===== src/design/srts_pkg.sv =====
// shared constants, codes and controller/datapath interface types for the
// shortest-remaining-time scheduler; no dependencies
package srts_pkg;

    localparam int QUEUE_DEPTH_DEF = 16;

    localparam int ID_W    = 8;
    localparam int BURST_W = 16;
    localparam int WAIT_W  = 24;

    localparam logic [WAIT_W-1:0] WAIT_MAX = {WAIT_W{1'b1}};

    // command codes on the input tuser
    localparam logic CMD_ARRIVE = 1'b0;
    localparam logic CMD_TICK   = 1'b1;

    // status codes on the output tuser
    localparam logic STATUS_DONE   = 1'b0;
    localparam logic STATUS_REJECT = 1'b1;

    // controller to datapath
    typedef struct packed {
        logic load;           // capture input beat
        logic exec;           // apply captured item to the cell chain
        logic out_from_res;   // result into output register
        logic skid_from_res;  // result into skid register
        logic out_from_skid;  // skid register into output register
    } dp_cmd_t;

    // datapath to controller
    typedef struct packed {
        logic res_valid;      // the item under execution yields a result
    } dp_stat_t;

endpackage


===== src/design/srts_ctrl.sv =====
// controller for the scheduler: two-state sequencer plus output and skid
// occupancy tracking; depends on srts_pkg
module srts_ctrl
(
    input  logic                clk,
    input  logic                rst_n,
    input  logic                in_valid,
    output logic                in_ready,
    output logic                out_valid,
    input  logic                out_ready,
    output srts_pkg::dp_cmd_t   cmd,
    input  srts_pkg::dp_stat_t  stat
);

    localparam logic ST_READY = 1'b0;
    localparam logic ST_EXEC  = 1'b1;

    logic state_reg;
    logic state_next;
    logic out_valid_reg;
    logic out_valid_next;
    logic skid_valid_reg;
    logic skid_valid_next;
    logic in_acc;
    logic out_take;

    assign in_ready  = (state_reg == ST_READY) && !skid_valid_reg;
    assign out_valid = out_valid_reg;
    assign in_acc    = in_valid && in_ready;
    assign out_take  = out_valid_reg && out_ready;

    always_comb
    begin
        cmd             = '0;
        state_next      = state_reg;
        out_valid_next  = out_valid_reg && !out_take;
        skid_valid_next = skid_valid_reg;
        cmd.load        = in_acc;

        case (state_reg)
            ST_READY:
            begin
                if (in_acc)
                begin
                    state_next = ST_EXEC;
                end
            end
            ST_EXEC:
            begin
                cmd.exec   = 1'b1;
                state_next = ST_READY;
                if (stat.res_valid)
                begin
                    if (!out_valid_reg || out_take)
                    begin
                        cmd.out_from_res = 1'b1;
                    end
                    else
                    begin
                        cmd.skid_from_res = 1'b1;
                    end
                end
            end
            default:
            begin
                state_next = ST_READY;
            end
        endcase

        // drain skid once the output register frees up
        if (skid_valid_reg && (!out_valid_reg || out_take))
        begin
            cmd.out_from_skid = 1'b1;
        end

        if (cmd.out_from_res || cmd.out_from_skid)
        begin
            out_valid_next = 1'b1;
        end
        if (cmd.skid_from_res)
        begin
            skid_valid_next = 1'b1;
        end
        else if (cmd.out_from_skid)
        begin
            skid_valid_next = 1'b0;
        end
    end

    always_ff @(posedge clk or negedge rst_n)
    begin
        if (!rst_n)
        begin
            state_reg      <= ST_READY;
            out_valid_reg  <= 1'b0;
            skid_valid_reg <= 1'b0;
        end
        else
        begin
            state_reg      <= state_next;
            out_valid_reg  <= out_valid_next;
            skid_valid_reg <= skid_valid_next;
        end
    end

    // skid only holds a beat behind a full output register
    a_skid_behind_out: assert property (@(posedge clk) disable iff (!rst_n)
        skid_valid_reg |-> out_valid_reg)
        else $error("skid holds a beat while output register is empty");

    // an item only executes with the skid free for its result
    a_exec_skid_free: assert property (@(posedge clk) disable iff (!rst_n)
        (state_reg == ST_EXEC) |-> !skid_valid_reg)
        else $error("execution with no room for a result");

    // an accepted beat executes on the next cycle
    a_acc_exec: assert property (@(posedge clk) disable iff (!rst_n)
        in_acc |=> (state_reg == ST_EXEC))
        else $error("accepted beat not executed");

    // result never collides with a pending skid drain
    a_no_double_load: assert property (@(posedge clk) disable iff (!rst_n)
        !(cmd.out_from_res && cmd.out_from_skid))
        else $error("two sources load the output register");

endmodule


===== config.mk =====
export PLATFORM = sky130hd
export DESIGN_NAME = srts_ctrl
export DESIGN_NICKNAME = d
export VERILOG_FILES = /design/src/design/srts_pkg.sv /design/src/design/srts_ctrl.sv
export SDC_FILE = /design/constraint.sdc
export NUM_CORES = 1
export LEC_CHECK = 0
export ABC_CLOCK_PERIOD_IN_PS = 1340
export BUFFER_PORTS_ARGS = -buffer_cell sky130_fd_sc_hd__buf_2
export CAP_MARGIN = 20
export CORE_AREA = 4 4 41 43
export CTS_CLUSTER_SIZE = 28
export DETAILED_ROUTE_END_ITERATION = 8
export DIE_AREA = 0 0 45 47
export SETUP_SLACK_MARGIN = 0.15
export SLEW_MARGIN = 25
export SYNTH_ARGS = -nofsm -noshare
export SYNTH_HDL_FRONTEND = slang
export SYNTH_SLANG_ARGS = --single-unit

===== constraint.sdc =====
create_clock -name clk -period 1.34 [get_ports clk]
set_input_delay 0.134 -clock clk [delete_from_list [all_inputs] [get_ports clk]]
set_output_delay 0.134 -clock clk [all_outputs]
set_load 0.005 [all_outputs]

==> flow_summary.yaml <==
yosys:
  avgSynthCellArea_sq_um: 9.57
  ys_ff_latch: 3
  syn_area_sq_um: 163
  synth_top_area_frac: 0.462
  yosysSeqAreaShare: 0.462
  synth_area_leaders: "dfrtp_1 46%, buf_4 14%, and2_1 12%, nand2b_4 8.5%, nand2_1 4.6%"
  synth_top_cell_by_area: "dfrtp_1"
  synthesis.nets: 22
  ys_warn_count: 0
  synth_cell_type_count: 9
  synthCells: 17
die:
  dieHeight_um: 47
  start_util: 0.125
  core_area_sq_um: 1300
  row_count: 13
  die-area_sq_um: 2120
  die_w_um: 45
  io_pins: 12
pwr:
  combinationalPowerShare: 0.149
  intPower_mw: 0.236
  p_seq_frac: 0.338
  ir_worst_vdd_uv: 262
  p_clk_frac: 0.514
  leakagePower_nw: 0.137
  power.net_switching_mw: 0.0758
  switching_share: 0.243
  powerDensity_nw_per_um2: 1250
  finalPower_mw: 0.312
clocking:
  cts_sinks: 3
  numCtsBuffers: 3
  path_clk_slew_ns: 0.04
  htreeDepth: 1
  insertion_delay_ns: 0.23
  post_cts.repair.setup_buffers: 0
  cts_tree: "done"
  clockRootBuffer: "clkbuf_4"
  cts.path.max_buffers: 2
global_routing:
  grt_max_degree: 6
  grtUsageTotal: 0.0498
  met3_usage: 0.0383
  antenna_found_initial: 0
  grt_pass1_wl_um: 607
  grt_pass1_vias: 171
  grt_busiest_layer: "met4"
  grt_overflow_total: 0
  gr-usage-met2: 0.0706
  met1_usage: 0.0297
final_layout:
  stdcell_count: 45
  syn2layout_area_growth_pct: 53.8
  drive_gt1_frac: 0.533
  insertedDiodeCount: 0
  fill_cells: 161
  num-nets-final: 36
  final_core_util: 0.192
critical_path:
  arrival_ns: 1.00
  critical_path_class: "flip-flop to primary output"
  crit_end: "cmd[4]"
  worstPathCellList: "nor2_2 > and2_1 > buf_2"
  required_ns: 1.21
  r2r_cells: 2
  timing.rr.start: "state_reg"
  critPathMaxStageDelay_ns: 0.39
  crit-reg2reg-capture: "out_valid"
  startpoint_type: "flip-flop"
  critPathSlowestCell: "dfrtp_1"
  critical_path.startpoint: "skid_valid_reg"
  reg2reg_slack_ns: 0.56
  end_kind: "primary output"
  path_max_fanout: 3
timing:
  period_share: 0.849
  rsz0062_at_grt: "true"
  fin_worst_skew_ns: 0.00191
  slew_violations: 0
  clock.fmax_ghz: 0.879
  setup_tns_ns: 0
  slew-limit-headroom: 0.875
  setup_viol: 0
  period_needed_ns: 1.14
  tightest_slew_ns: 0.188
  finalHoldViolCount: 0
place:
  hpwl_um: 305
  dp.cells: 40
  place.gp.congestion: 0.564
  numPortBuffers: 11
drt:
  vias_per_cell: 3.22
  drcViolationCount: 0
  wl_per_cell_um: 8.42
  ant_nets: 0
  vias: 145
  finalWirelength_um: 379
  drt-initial-drc-count: 0
  drtPass1Iterations: 1
min_path:
  hp-class: "input pin to flip-flop"
run_status:
  status: "finished clean"
flow_run:
  drv_cap: 0
## per-layer routing
metal  wire, um  vias up  share of wire
met5          0        -              0
met4          6        0          0.016
met3         60        2           0.16
met2        197        7           0.52
met1        113       62           0.30
li1           -       74              -
## worst max-delay path, delay by kind of cell, from the launching register on
kind / cells / cell delay (ns)
buffers and inverters: 1 / 0.10
AND/OR/NAND/NOR: 2 / 0.28
flip-flops: 1 / 0.39
## final cells by class
cell class / instances / area (sq um) / share of cell area
Sequential cell: 3 / 75.1 / 0.300
Tap cell: 15 / 18.8 / 0.0750
Multi-Input combinational cell: 11 / 65.1 / 0.260
Timing Repair Buffer: 12 / 65.1 / 0.260
Clock buffer: 4 / 26.3 / 0.105
## cells in the final DEF, fill, tap and decap left out
cell and n:
nor2b_1 1, nand2b_4 1, a21oi_1 1, buf_2 11
clkbuf_1 1, and2_1 3, nor2_2 1, nor2_1 2
nand2_1 2, clkbuf_4 3, dlygate4sd3_1 1, dfrtp_1 3
## Yosys cell counts
master    n
a21oi_1   1
and2_1    3
buf_4     3
dfrtp_1   3
nand2_1   2
nand2b_4  1
nor2_1    2
nor2_2    1
nor2b_1   1
## power groups by stage
stage / Combinational [mW] / Sequential [mW] / Clock [mW]
2_1_floorplan: 0.0276 / 0.107 / 0
3_3_place_gp: 0.0451 / 0.107 / 0
3_5_place_dp: 0.0460 / 0.107 / 0
4_1_cts: 0.0484 / 0.106 / 0.167
5_1_grt: 0.0526 / 0.106 / 0.184
6_report: 0.0464 / 0.105 / 0.160
## what timing repair did
action / CTS / global route
hold buffers: 1 / 0
gates resized for setup: 0 / 0
endpoints found under the hold margin: 3 / 0
endpoints found under the setup margin: 0 / 1
## through the flow
| stage | instance area [sq um] | hold WS (ns) | setup WS (ns) |
|---|---|---|---|
| finish | 250 | 0.124 | 0.202 |
| global route | 250 | 0.121 | 0.132 |
| CTS | 250 | 0.119 | 0.170 |
| detailed placement | 214 | -0.0688 | 0.424 |
| global placement | 214 | -0.0692 | 0.422 |
| floorplan | 163 | -0.162 | 0.451 |
## cells by family (layout without fill, tap and decap cells)
family                 Yosys count  count (layout)  synth area share
DFF                              3               3             0.462
and+or+nand+nor                 10              10             0.369
AOI/OAI and AO/OA                1               1            0.0307
buffers and inverters            3              16             0.138
## worst min path at each step
| stage | from | cells past startpoint | endpoint |
|---|---|---|---|
| after floorplan | rst_n | 0 | out_valid |
| after global placement | rst_n | 1 | out_valid |
| after detailed placement | rst_n | 1 | out_valid |
| after CTS | in_valid | 2 | state_reg |
| after global routing | in_valid | 2 | state_reg |
| final | in_valid | 2 | state_reg |
No activity file was read; power rests on OpenSTA's default activity.
