[src/design/srts_pkg.sv]
// shared constants, codes and controller/datapath interface types for the
// shortest-remaining-time scheduler; no dependencies
package srts_pkg;

    localparam int QUEUE_DEPTH_DEF = 16;

    localparam int ID_W    = 8;
    localparam int BURST_W = 16;
    localparam int WAIT_W  = 24;

    localparam logic [WAIT_W-1:0] WAIT_MAX = {WAIT_W{1'b1}};

    // command codes on the input tuser
    localparam logic CMD_ARRIVE = 1'b0;
    localparam logic CMD_TICK   = 1'b1;

    // status codes on the output tuser
    localparam logic STATUS_DONE   = 1'b0;
    localparam logic STATUS_REJECT = 1'b1;

    // controller to datapath
    typedef struct packed {
        logic load;           // capture input beat
        logic exec;           // apply captured item to the cell chain
        logic out_from_res;   // result into output register
        logic skid_from_res;  // result into skid register
        logic out_from_skid;  // skid register into output register
    } dp_cmd_t;

    // datapath to controller
    typedef struct packed {
        logic res_valid;      // the item under execution yields a result
    } dp_stat_t;

endpackage

[src/design/srts_dp.sv]
// datapath for the scheduler: input capture, sorted chain of job cells,
// result formation and output/skid registers; depends on srts_pkg
module srts_dp #(
    parameter int QUEUE_DEPTH = srts_pkg::QUEUE_DEPTH_DEF
)
(
    input  logic                         clk,
    input  logic                         rst_n,
    input  srts_pkg::dp_cmd_t            cmd,
    output srts_pkg::dp_stat_t           stat,
    input  logic                         in_command,
    input  logic [srts_pkg::ID_W-1:0]    in_job_id,
    input  logic [srts_pkg::BURST_W-1:0] in_burst,
    output logic                         status,
    output logic [srts_pkg::ID_W-1:0]    job_id_out,
    output logic [srts_pkg::WAIT_W-1:0]  waiting_time
);

    localparam int OCC_W = $clog2(QUEUE_DEPTH + 1);
    localparam logic [OCC_W-1:0] OCC_FULL = OCC_W'(QUEUE_DEPTH);

    // captured item
    logic                         cmd_reg;
    logic [srts_pkg::ID_W-1:0]    id_reg;
    logic [srts_pkg::BURST_W-1:0] burst_reg;

    // job cells, head at index zero
    logic [srts_pkg::ID_W-1:0]    id_q    [QUEUE_DEPTH];
    logic [srts_pkg::BURST_W-1:0] rem_q   [QUEUE_DEPTH];
    logic [srts_pkg::WAIT_W-1:0]  wait_q  [QUEUE_DEPTH];
    logic [srts_pkg::ID_W-1:0]    id_next   [QUEUE_DEPTH];
    logic [srts_pkg::BURST_W-1:0] rem_next  [QUEUE_DEPTH];
    logic [srts_pkg::WAIT_W-1:0]  wait_next [QUEUE_DEPTH];
    logic [srts_pkg::WAIT_W-1:0]  wait_inc  [QUEUE_DEPTH];
    logic [QUEUE_DEPTH-1:0]       le;

    logic [OCC_W-1:0] occ_reg;
    logic [OCC_W-1:0] occ_next;

    logic full;
    logic ins_go;
    logic tick_go;
    logic pop;
    logic reject;

    logic                        res_status;
    logic [srts_pkg::ID_W-1:0]   res_id;
    logic [srts_pkg::WAIT_W-1:0] res_wait;

    logic                        skid_status_reg;
    logic [srts_pkg::ID_W-1:0]   skid_id_reg;
    logic [srts_pkg::WAIT_W-1:0] skid_wait_reg;
    logic                        out_status_reg;
    logic [srts_pkg::ID_W-1:0]   out_id_reg;
    logic [srts_pkg::WAIT_W-1:0] out_wait_reg;

    always_ff @(posedge clk)
    begin
        if (cmd.load)
        begin
            cmd_reg   <= in_command;
            id_reg    <= in_job_id;
            burst_reg <= in_burst;
        end
    end

    assign full    = (occ_reg == OCC_FULL);
    assign ins_go  = cmd.exec && (cmd_reg == srts_pkg::CMD_ARRIVE)
                     && (burst_reg != '0) && !full;
    assign reject  = (cmd_reg == srts_pkg::CMD_ARRIVE) && (burst_reg != '0) && full;
    assign tick_go = cmd.exec && (cmd_reg == srts_pkg::CMD_TICK) && (occ_reg != '0);
    assign pop     = tick_go && (rem_q[0] == srts_pkg::BURST_W'(1));

    assign stat.res_valid = cmd.exec && (reject || pop);

    assign res_status = reject ? srts_pkg::STATUS_REJECT : srts_pkg::STATUS_DONE;
    assign res_id     = reject ? id_reg : id_q[0];
    assign res_wait   = reject ? '0 : wait_q[0];

    genvar k;
    generate
        for (k = 0; k < QUEUE_DEPTH; k++)
        begin : g_cell
            logic                         prev_le;
            logic [srts_pkg::ID_W-1:0]    up_id;
            logic [srts_pkg::BURST_W-1:0] up_rem;
            logic [srts_pkg::WAIT_W-1:0]  up_wait;
            logic [srts_pkg::ID_W-1:0]    dn_id;
            logic [srts_pkg::BURST_W-1:0] dn_rem;
            logic [srts_pkg::WAIT_W-1:0]  dn_wait;

            // valid cell that stays ahead of the arrival
            assign le[k] = (OCC_W'(k) < occ_reg) && (rem_q[k] <= burst_reg);
            assign wait_inc[k] = (wait_q[k] == srts_pkg::WAIT_MAX) ? wait_q[k]
                                 : wait_q[k] + srts_pkg::WAIT_W'(1);

            if (k == 0)
            begin : g_head
                assign prev_le = 1'b1;
                assign up_id   = id_reg;
                assign up_rem  = burst_reg;
                assign up_wait = '0;
            end
            else
            begin : g_body
                assign prev_le = le[k-1];
                assign up_id   = id_q[k-1];
                assign up_rem  = rem_q[k-1];
                assign up_wait = wait_q[k-1];
            end

            if (k == QUEUE_DEPTH - 1)
            begin : g_tail
                assign dn_id   = id_q[k];
                assign dn_rem  = rem_q[k];
                assign dn_wait = wait_q[k];
            end
            else
            begin : g_inner
                assign dn_id   = id_q[k+1];
                assign dn_rem  = rem_q[k+1];
                assign dn_wait = wait_inc[k+1];
            end

            // insert: keep, take the new job, or shift down from above
            // pop: shift up with the waiting count already advanced
            assign id_next[k] =
                ins_go ? (le[k] ? id_q[k] : (prev_le ? id_reg : up_id)) :
                pop    ? dn_id : id_q[k];

            assign rem_next[k] =
                ins_go ? (le[k] ? rem_q[k] : (prev_le ? burst_reg : up_rem)) :
                pop    ? dn_rem :
                (tick_go && (k == 0)) ? rem_q[k] - srts_pkg::BURST_W'(1) : rem_q[k];

            assign wait_next[k] =
                ins_go ? (le[k] ? wait_q[k] : (prev_le ? '0 : up_wait)) :
                pop    ? dn_wait :
                (tick_go && (k != 0)) ? wait_inc[k] : wait_q[k];
        end
    endgenerate

    always_ff @(posedge clk)
    begin
        for (int i = 0; i < QUEUE_DEPTH; i++)
        begin
            id_q[i]   <= id_next[i];
            rem_q[i]  <= rem_next[i];
            wait_q[i] <= wait_next[i];
        end
    end

    always_comb
    begin
        occ_next = occ_reg;
        if (ins_go)
        begin
            occ_next = occ_reg + OCC_W'(1);
        end
        else if (pop)
        begin
            occ_next = occ_reg - OCC_W'(1);
        end
    end

    always_ff @(posedge clk or negedge rst_n)
    begin
        if (!rst_n)
        begin
            occ_reg <= '0;
        end
        else
        begin
            occ_reg <= occ_next;
        end
    end

    // result staging
    always_ff @(posedge clk)
    begin
        if (cmd.skid_from_res)
        begin
            skid_status_reg <= res_status;
            skid_id_reg     <= res_id;
            skid_wait_reg   <= res_wait;
        end
        if (cmd.out_from_res)
        begin
            out_status_reg <= res_status;
            out_id_reg     <= res_id;
            out_wait_reg   <= res_wait;
        end
        else if (cmd.out_from_skid)
        begin
            out_status_reg <= skid_status_reg;
            out_id_reg     <= skid_id_reg;
            out_wait_reg   <= skid_wait_reg;
        end
    end

    assign status       = out_status_reg;
    assign job_id_out   = out_id_reg;
    assign waiting_time = out_wait_reg;

endmodule

[config.mk]
export PLATFORM = sky130hd
export DESIGN_NAME = srts_dp
export DESIGN_NICKNAME = d
export VERILOG_FILES = /design/src/design/srts_pkg.sv /design/src/design/srts_dp.sv
export SDC_FILE = /design/constraint.sdc
export NUM_CORES = 2
export LEC_CHECK = 0
export BUFFER_PORTS_ARGS = -buffer_cell sky130_fd_sc_hd__buf_2
export CAP_MARGIN = 0
export CORE_MARGIN = 3
export CORE_UTILIZATION = 40
export CTS_BUF_LIST = sky130_fd_sc_hd__clkbuf_8
export CTS_CLUSTER_DIAMETER = 30
export CTS_CLUSTER_SIZE = 10
export DETAILED_ROUTE_END_ITERATION = 16
export PLACE_DENSITY = 0.57
export SLEW_MARGIN = 0
export SYNTH_ARGS = -nofsm -noshare
export SYNTH_HDL_FRONTEND = slang
export SYNTH_SLANG_ARGS = --single-unit
[constraint.sdc]
create_clock -name clk -period 5 [get_ports clk]
set_input_delay 0.75 -clock clk [delete_from_list [all_inputs] [get_ports clk]]
set_output_delay 0.75 -clock clk [all_outputs]
set_load 0.02 [all_outputs]
==> metrics list <==
- Result of the run: finished, final reports clean
- The most critical setup path has its endpoint at stat.
* Largest register FFs: 384
- Synthesis produced a netlist whose cell count is 5885.
* TritonCTS clock tree: built
* Power share of the combinational group: 0.307
* Launching element type of the critical path: flip-flop
* Final Setup Violations: 0
* Relative slew slack: 0.191
- Number of global-route vias before repair: 47.8k
- Count of different cell masters after synthesis: 88
- Grouping stages by cell kind, the critical path spends the most delay in simple AND/OR/NAND/NOR gates.
* Global placer's final weighted congestion: 0.923
- For this run, the register share of the synthesized area comes to 0.453.
- GRT Resource Usage Total: 0.263
- Clock Tree Buf Depth: 3
* End of the worst register-to-register path: wait_q[4][19]$_DFFE_PP_
- The share of total power dissipated in sequential elements is 0.374.
* Ratio of cells with drive above 1 in the final layout: 0.122
- Routed wire per std cell: 24.8 µm
* CP bufs+invs: 2
* Clock sinks: 864
- Setup slack on the worst reg-to-reg path comes out at 0.77 ns.
- Switching part of the total power: 0.382
- Source of the critical timing path: burst_reg[0]$_DFFE_PP_
* Worst EP required: 4.25 ns
- At the pin with the least slew margin, the transition time is 1.21 ns.
- Clock tree synthesis inserted a total of 233 buffers.
- Area of the placeable core: 142000 µm²
- Post-route clock period utilization: 0.907
* Detailed Route WL: 199 mm
* Endpoint arrival time on the critical path: 3.78 ns
- Maximum net fanout on the critical path: 12
- The signal on the critical path passes through nor4_2 > a41oi_2 > nand2b_2 > inv_1 > a21o_1 > buf_2.
- Launch point of the worst reg-to-reg path: burst_reg[11]$_DFFE_PP_
* Total global routing overflow: 0
- Capturing element type of the critical path: output port
* Antenna violations before repair: 5
- Skew final: 0.0656 ns
* Internal power component: 20.6 mW
- First-pass GRT wire length: 301 mm
* Leakage: 23.9 nW
- CTS clock-pin slew for the worst setup and hold paths: 0.05 ns
- Setup total negative slack on the finished layout was measured at 0 ns.
- Summed over all nets, the switching power comes to 12.7 mW.
- Final hold analysis gives a worst-case slack of 0.0735 ns.
- Post-synthesis instance area: 57200 µm²
- A synthesized cell averages 9.72 µm².
* Die boundary width: 384 µm
- The first TritonRoute pass finished after 6 iterations.
* CP Class: reg -> out
- Setup repair after global routing left no endpoint under its margin.
* Final critical delay including setup and external delays: 4.53 ns
* Signed area change from the synthesized netlist to the final layout: 13.8%
- Of all flip-flops after synthesis, the portion carrying an async set or reset was 0.00579.
- Counting flops with a built-in enable in the synthesized netlist gives 859.
* Site row count: 138
- The worst hold path belongs to the class in -> reg.
- Sum of net half-perimeters after detailed placement: 137 mm
- The worst-case IR drop observed on VDD is 0.293 mV.
- For this run, the number of Yosys warnings is 0.
* PwrDens: 513 nW/µm²
* Proportion of power drawn by the clock network: 0.320
- Number of remaining DRC errors: 0
* Critical path depth: 6
* Nets in the synthesized netlist: 6193
- The die covers 148000 µm².
- More flip-flops sit in one register than any other, and that register is wait_q.
- Across the run, the number of max-cap violations was 0.
- The routed layout has 50.0k vias.
- F_max: 0.221 GHz
- For the worst flop-to-flop path, the logic depth is 11.
- Nets: 6235
* Clock tree root driver cell: sky130_fd_sc_hd__clkbuf_8
* Total of buffers placed on input and output ports: 65
- For this configuration, the core starts out at a cell density of 0.403.
- The number of pins with negative max-slew slack in the final report came to 0.
- After synthesis the netlist holds a flip-flop and latch count of 864.
- In the final layout, the registers with the most flip-flops are wait_q: 384 flops, rem_q: 256 flops, id_q: 128 flops.
- Number of failing hold endpoints at the final stage: 0
- # H-tree levels: 4
- Clock latency on the worst-skew pair, taken at its later pin, is 0.96 ns.
* Number of top-level design ports: 66
* CP max-delay cell: sky130_fd_sc_hd__edfxtp_1
* Maximum number of pins on one net before global-route repair: 194
- In this run, the number of DRC markers left after iteration 0 of detailed routing was 5734.
- Floorplan die height: 384 µm
* DR vias/cell: 6.23
- In the synthesized netlist the dominant register cell turns out to be sky130_fd_sc_hd__edfxtp_1.
- The largest single stage delay on the critical path is 0.65 ns.
- Number of nets with antenna violations after detailed routing: 0
## routing by layer
| layer | vias up | part of all wire | track usage |
|---|---|---|---|
| met2 | 2460 | 0.44 | 0.397 |
| met4 | 2 | 0.032 | 0.0897 |
| met5 | - | 0.000065 | 0 |
| met1 | 24448 | 0.43 | 0.371 |
| li1 | 22734 | - | - |
| met3 | 386 | 0.094 | 0.0563 |
## power by group through the flow
stage / logic, mW / registers (mW) / clock network [mW]
after floorplan: 7.21 / 11.7 / 0
after global placement: 9.81 / 12.5 / 0
after detailed placement: 10.0 / 12.5 / 0
after CTS: 10.1 / 12.4 / 10.8
after global routing: 11.1 / 12.7 / 11.2
final: 10.2 / 12.5 / 10.7
## area by class of cell
class	count	area, µm²
clock buffer	233	3210
clock inverter	204	2190
timing repair buffer	240	1830
fill	13344	76700
multi-input combinational	4518	29300
inverter	70	263
sequential	864	25900
tap	1890	2360
antenna	6	15.0
## stage by stage
stage / setup slack [ns] / utilization / total power, mW / instance area [µm²] / cells
2_1_floorplan: 0.177 / - / 18.9 / 57200 / 5885
3_3_place_gp: 0.652 / 0.419 / 22.3 / 59400 / 7559
3_5_place_dp: 0.710 / 0.419 / 22.5 / 59400 / 7559
4_1_cts: 0.0379 / 0.459 / 33.3 / 65000 / 8019
5_1_grt: 0.349 / 0.459 / 35.0 / 65000 / 8021
6_report: 0.467 / 0.459 / 33.4 / 65100 / 8025
## cell families (layout without fill, tap and decap cells)
group                    after synthesis  after routing  synth area share
multiplexers                         215            215            0.0388
adder cells (fa/ha/maj)              276            276            0.0604
flip-flops                           864            864             0.453
other                                  0              6                 0
buffers and inverters                503            747            0.0390
XOR/XNOR                             311            311            0.0476
AO/OA/AOI/OAI                       1343           1343             0.157
AND/OR/NAND/NOR                     2373           2373             0.204
## cells in the mapped netlist (17+ instances only)
cell type,number,share of area
sky130_fd_sc_hd__nor2_1,473,0.031
sky130_fd_sc_hd__o221ai_1,94,0.014
sky130_fd_sc_hd__a31oi_1,22,0.0024
sky130_fd_sc_hd__mux2i_1,162,0.028
sky130_fd_sc_hd__nor3_1,764,0.067
sky130_fd_sc_hd__a221oi_1,24,0.0037
sky130_fd_sc_hd__nor4_1,42,0.0046
sky130_fd_sc_hd__buf_2,190,0.017
sky130_fd_sc_hd__mux2_2,53,0.010
sky130_fd_sc_hd__nand2_1,486,0.032
sky130_fd_sc_hd__xor2_1,144,0.022
sky130_fd_sc_hd__o211ai_1,28,0.0037
sky130_fd_sc_hd__a21o_1,141,0.019
sky130_fd_sc_hd__ha_1,276,0.060
sky130_fd_sc_hd__a211oi_1,49,0.0064
sky130_fd_sc_hd__o21a_1,20,0.0026
sky130_fd_sc_hd__and2_1,49,0.0054
sky130_fd_sc_hd__a221o_1,111,0.019
sky130_fd_sc_hd__o22ai_1,162,0.018
sky130_fd_sc_hd__edfxtp_1,859,0.45
sky130_fd_sc_hd__and4_1,36,0.0055
sky130_fd_sc_hd__nand3_1,157,0.014
sky130_fd_sc_hd__clkbuf_1,209,0.014
sky130_fd_sc_hd__and3_1,45,0.0049
sky130_fd_sc_hd__a21oi_1,296,0.026
sky130_fd_sc_hd__or3_1,19,0.0021
sky130_fd_sc_hd__nand2b_1,25,0.0027
sky130_fd_sc_hd__a22oi_1,42,0.0055
sky130_fd_sc_hd__or2_2,17,0.0019
sky130_fd_sc_hd__xnor2_1,167,0.026
sky130_fd_sc_hd__inv_1,70,0.0046
sky130_fd_sc_hd__o21ai_0,274,0.024
sky130_fd_sc_hd__nand4_1,154,0.017
## worst min-delay path by stage
stage / end / slack, ns / startpoint / cells past startpoint
6_report: burst_reg[14]$_DFFE_PP_ / 0.07 / in_burst[14] / 1
5_1_grt: burst_reg[14]$_DFFE_PP_ / 0.02 / in_burst[14] / 1
4_1_cts: burst_reg[8]$_DFFE_PP_ / 0.002 / in_burst[8] / 1
3_5_place_dp: waiting_time[4]$_DFFE_PP_ / 0.53 / skid_wait_reg[4]$_DFFE_PP_ / 1
3_3_place_gp: id_q[7][4]$_DFFE_PP_ / 0.52 / id_q[7][12]$_DFFE_PP_ / 2
2_1_floorplan: occ_reg[0]$_DFFE_PN0P_ / 0.45 / rst_n / 0
## cells in the final DEF, fill, tap and decap left out, types with 157 or more instances in the layout
cell type                    n
sky130_fd_sc_hd__edfxtp_1  859
sky130_fd_sc_hd__nor3_1    760
sky130_fd_sc_hd__nand2_1   486
sky130_fd_sc_hd__nor2_1    467
sky130_fd_sc_hd__a21oi_1   294
sky130_fd_sc_hd__ha_1      276
sky130_fd_sc_hd__o21ai_0   265
sky130_fd_sc_hd__clkbuf_8  233
sky130_fd_sc_hd__xnor2_1   167
sky130_fd_sc_hd__mux2i_1   162
sky130_fd_sc_hd__o22ai_1   162
sky130_fd_sc_hd__nand3_1   157
## timing repair
item / in CTS / in global routing
cloned: 0 / 0
buffers inserted: 0 / 0
hold buffers: 23 / 0
gates resized for setup: 1 / 1
pin swaps: 0 / 0
hold endpoints to repair: 27 / 0
setup endpoints to repair: 1 / 1
(Power assumes the default switching activity.)
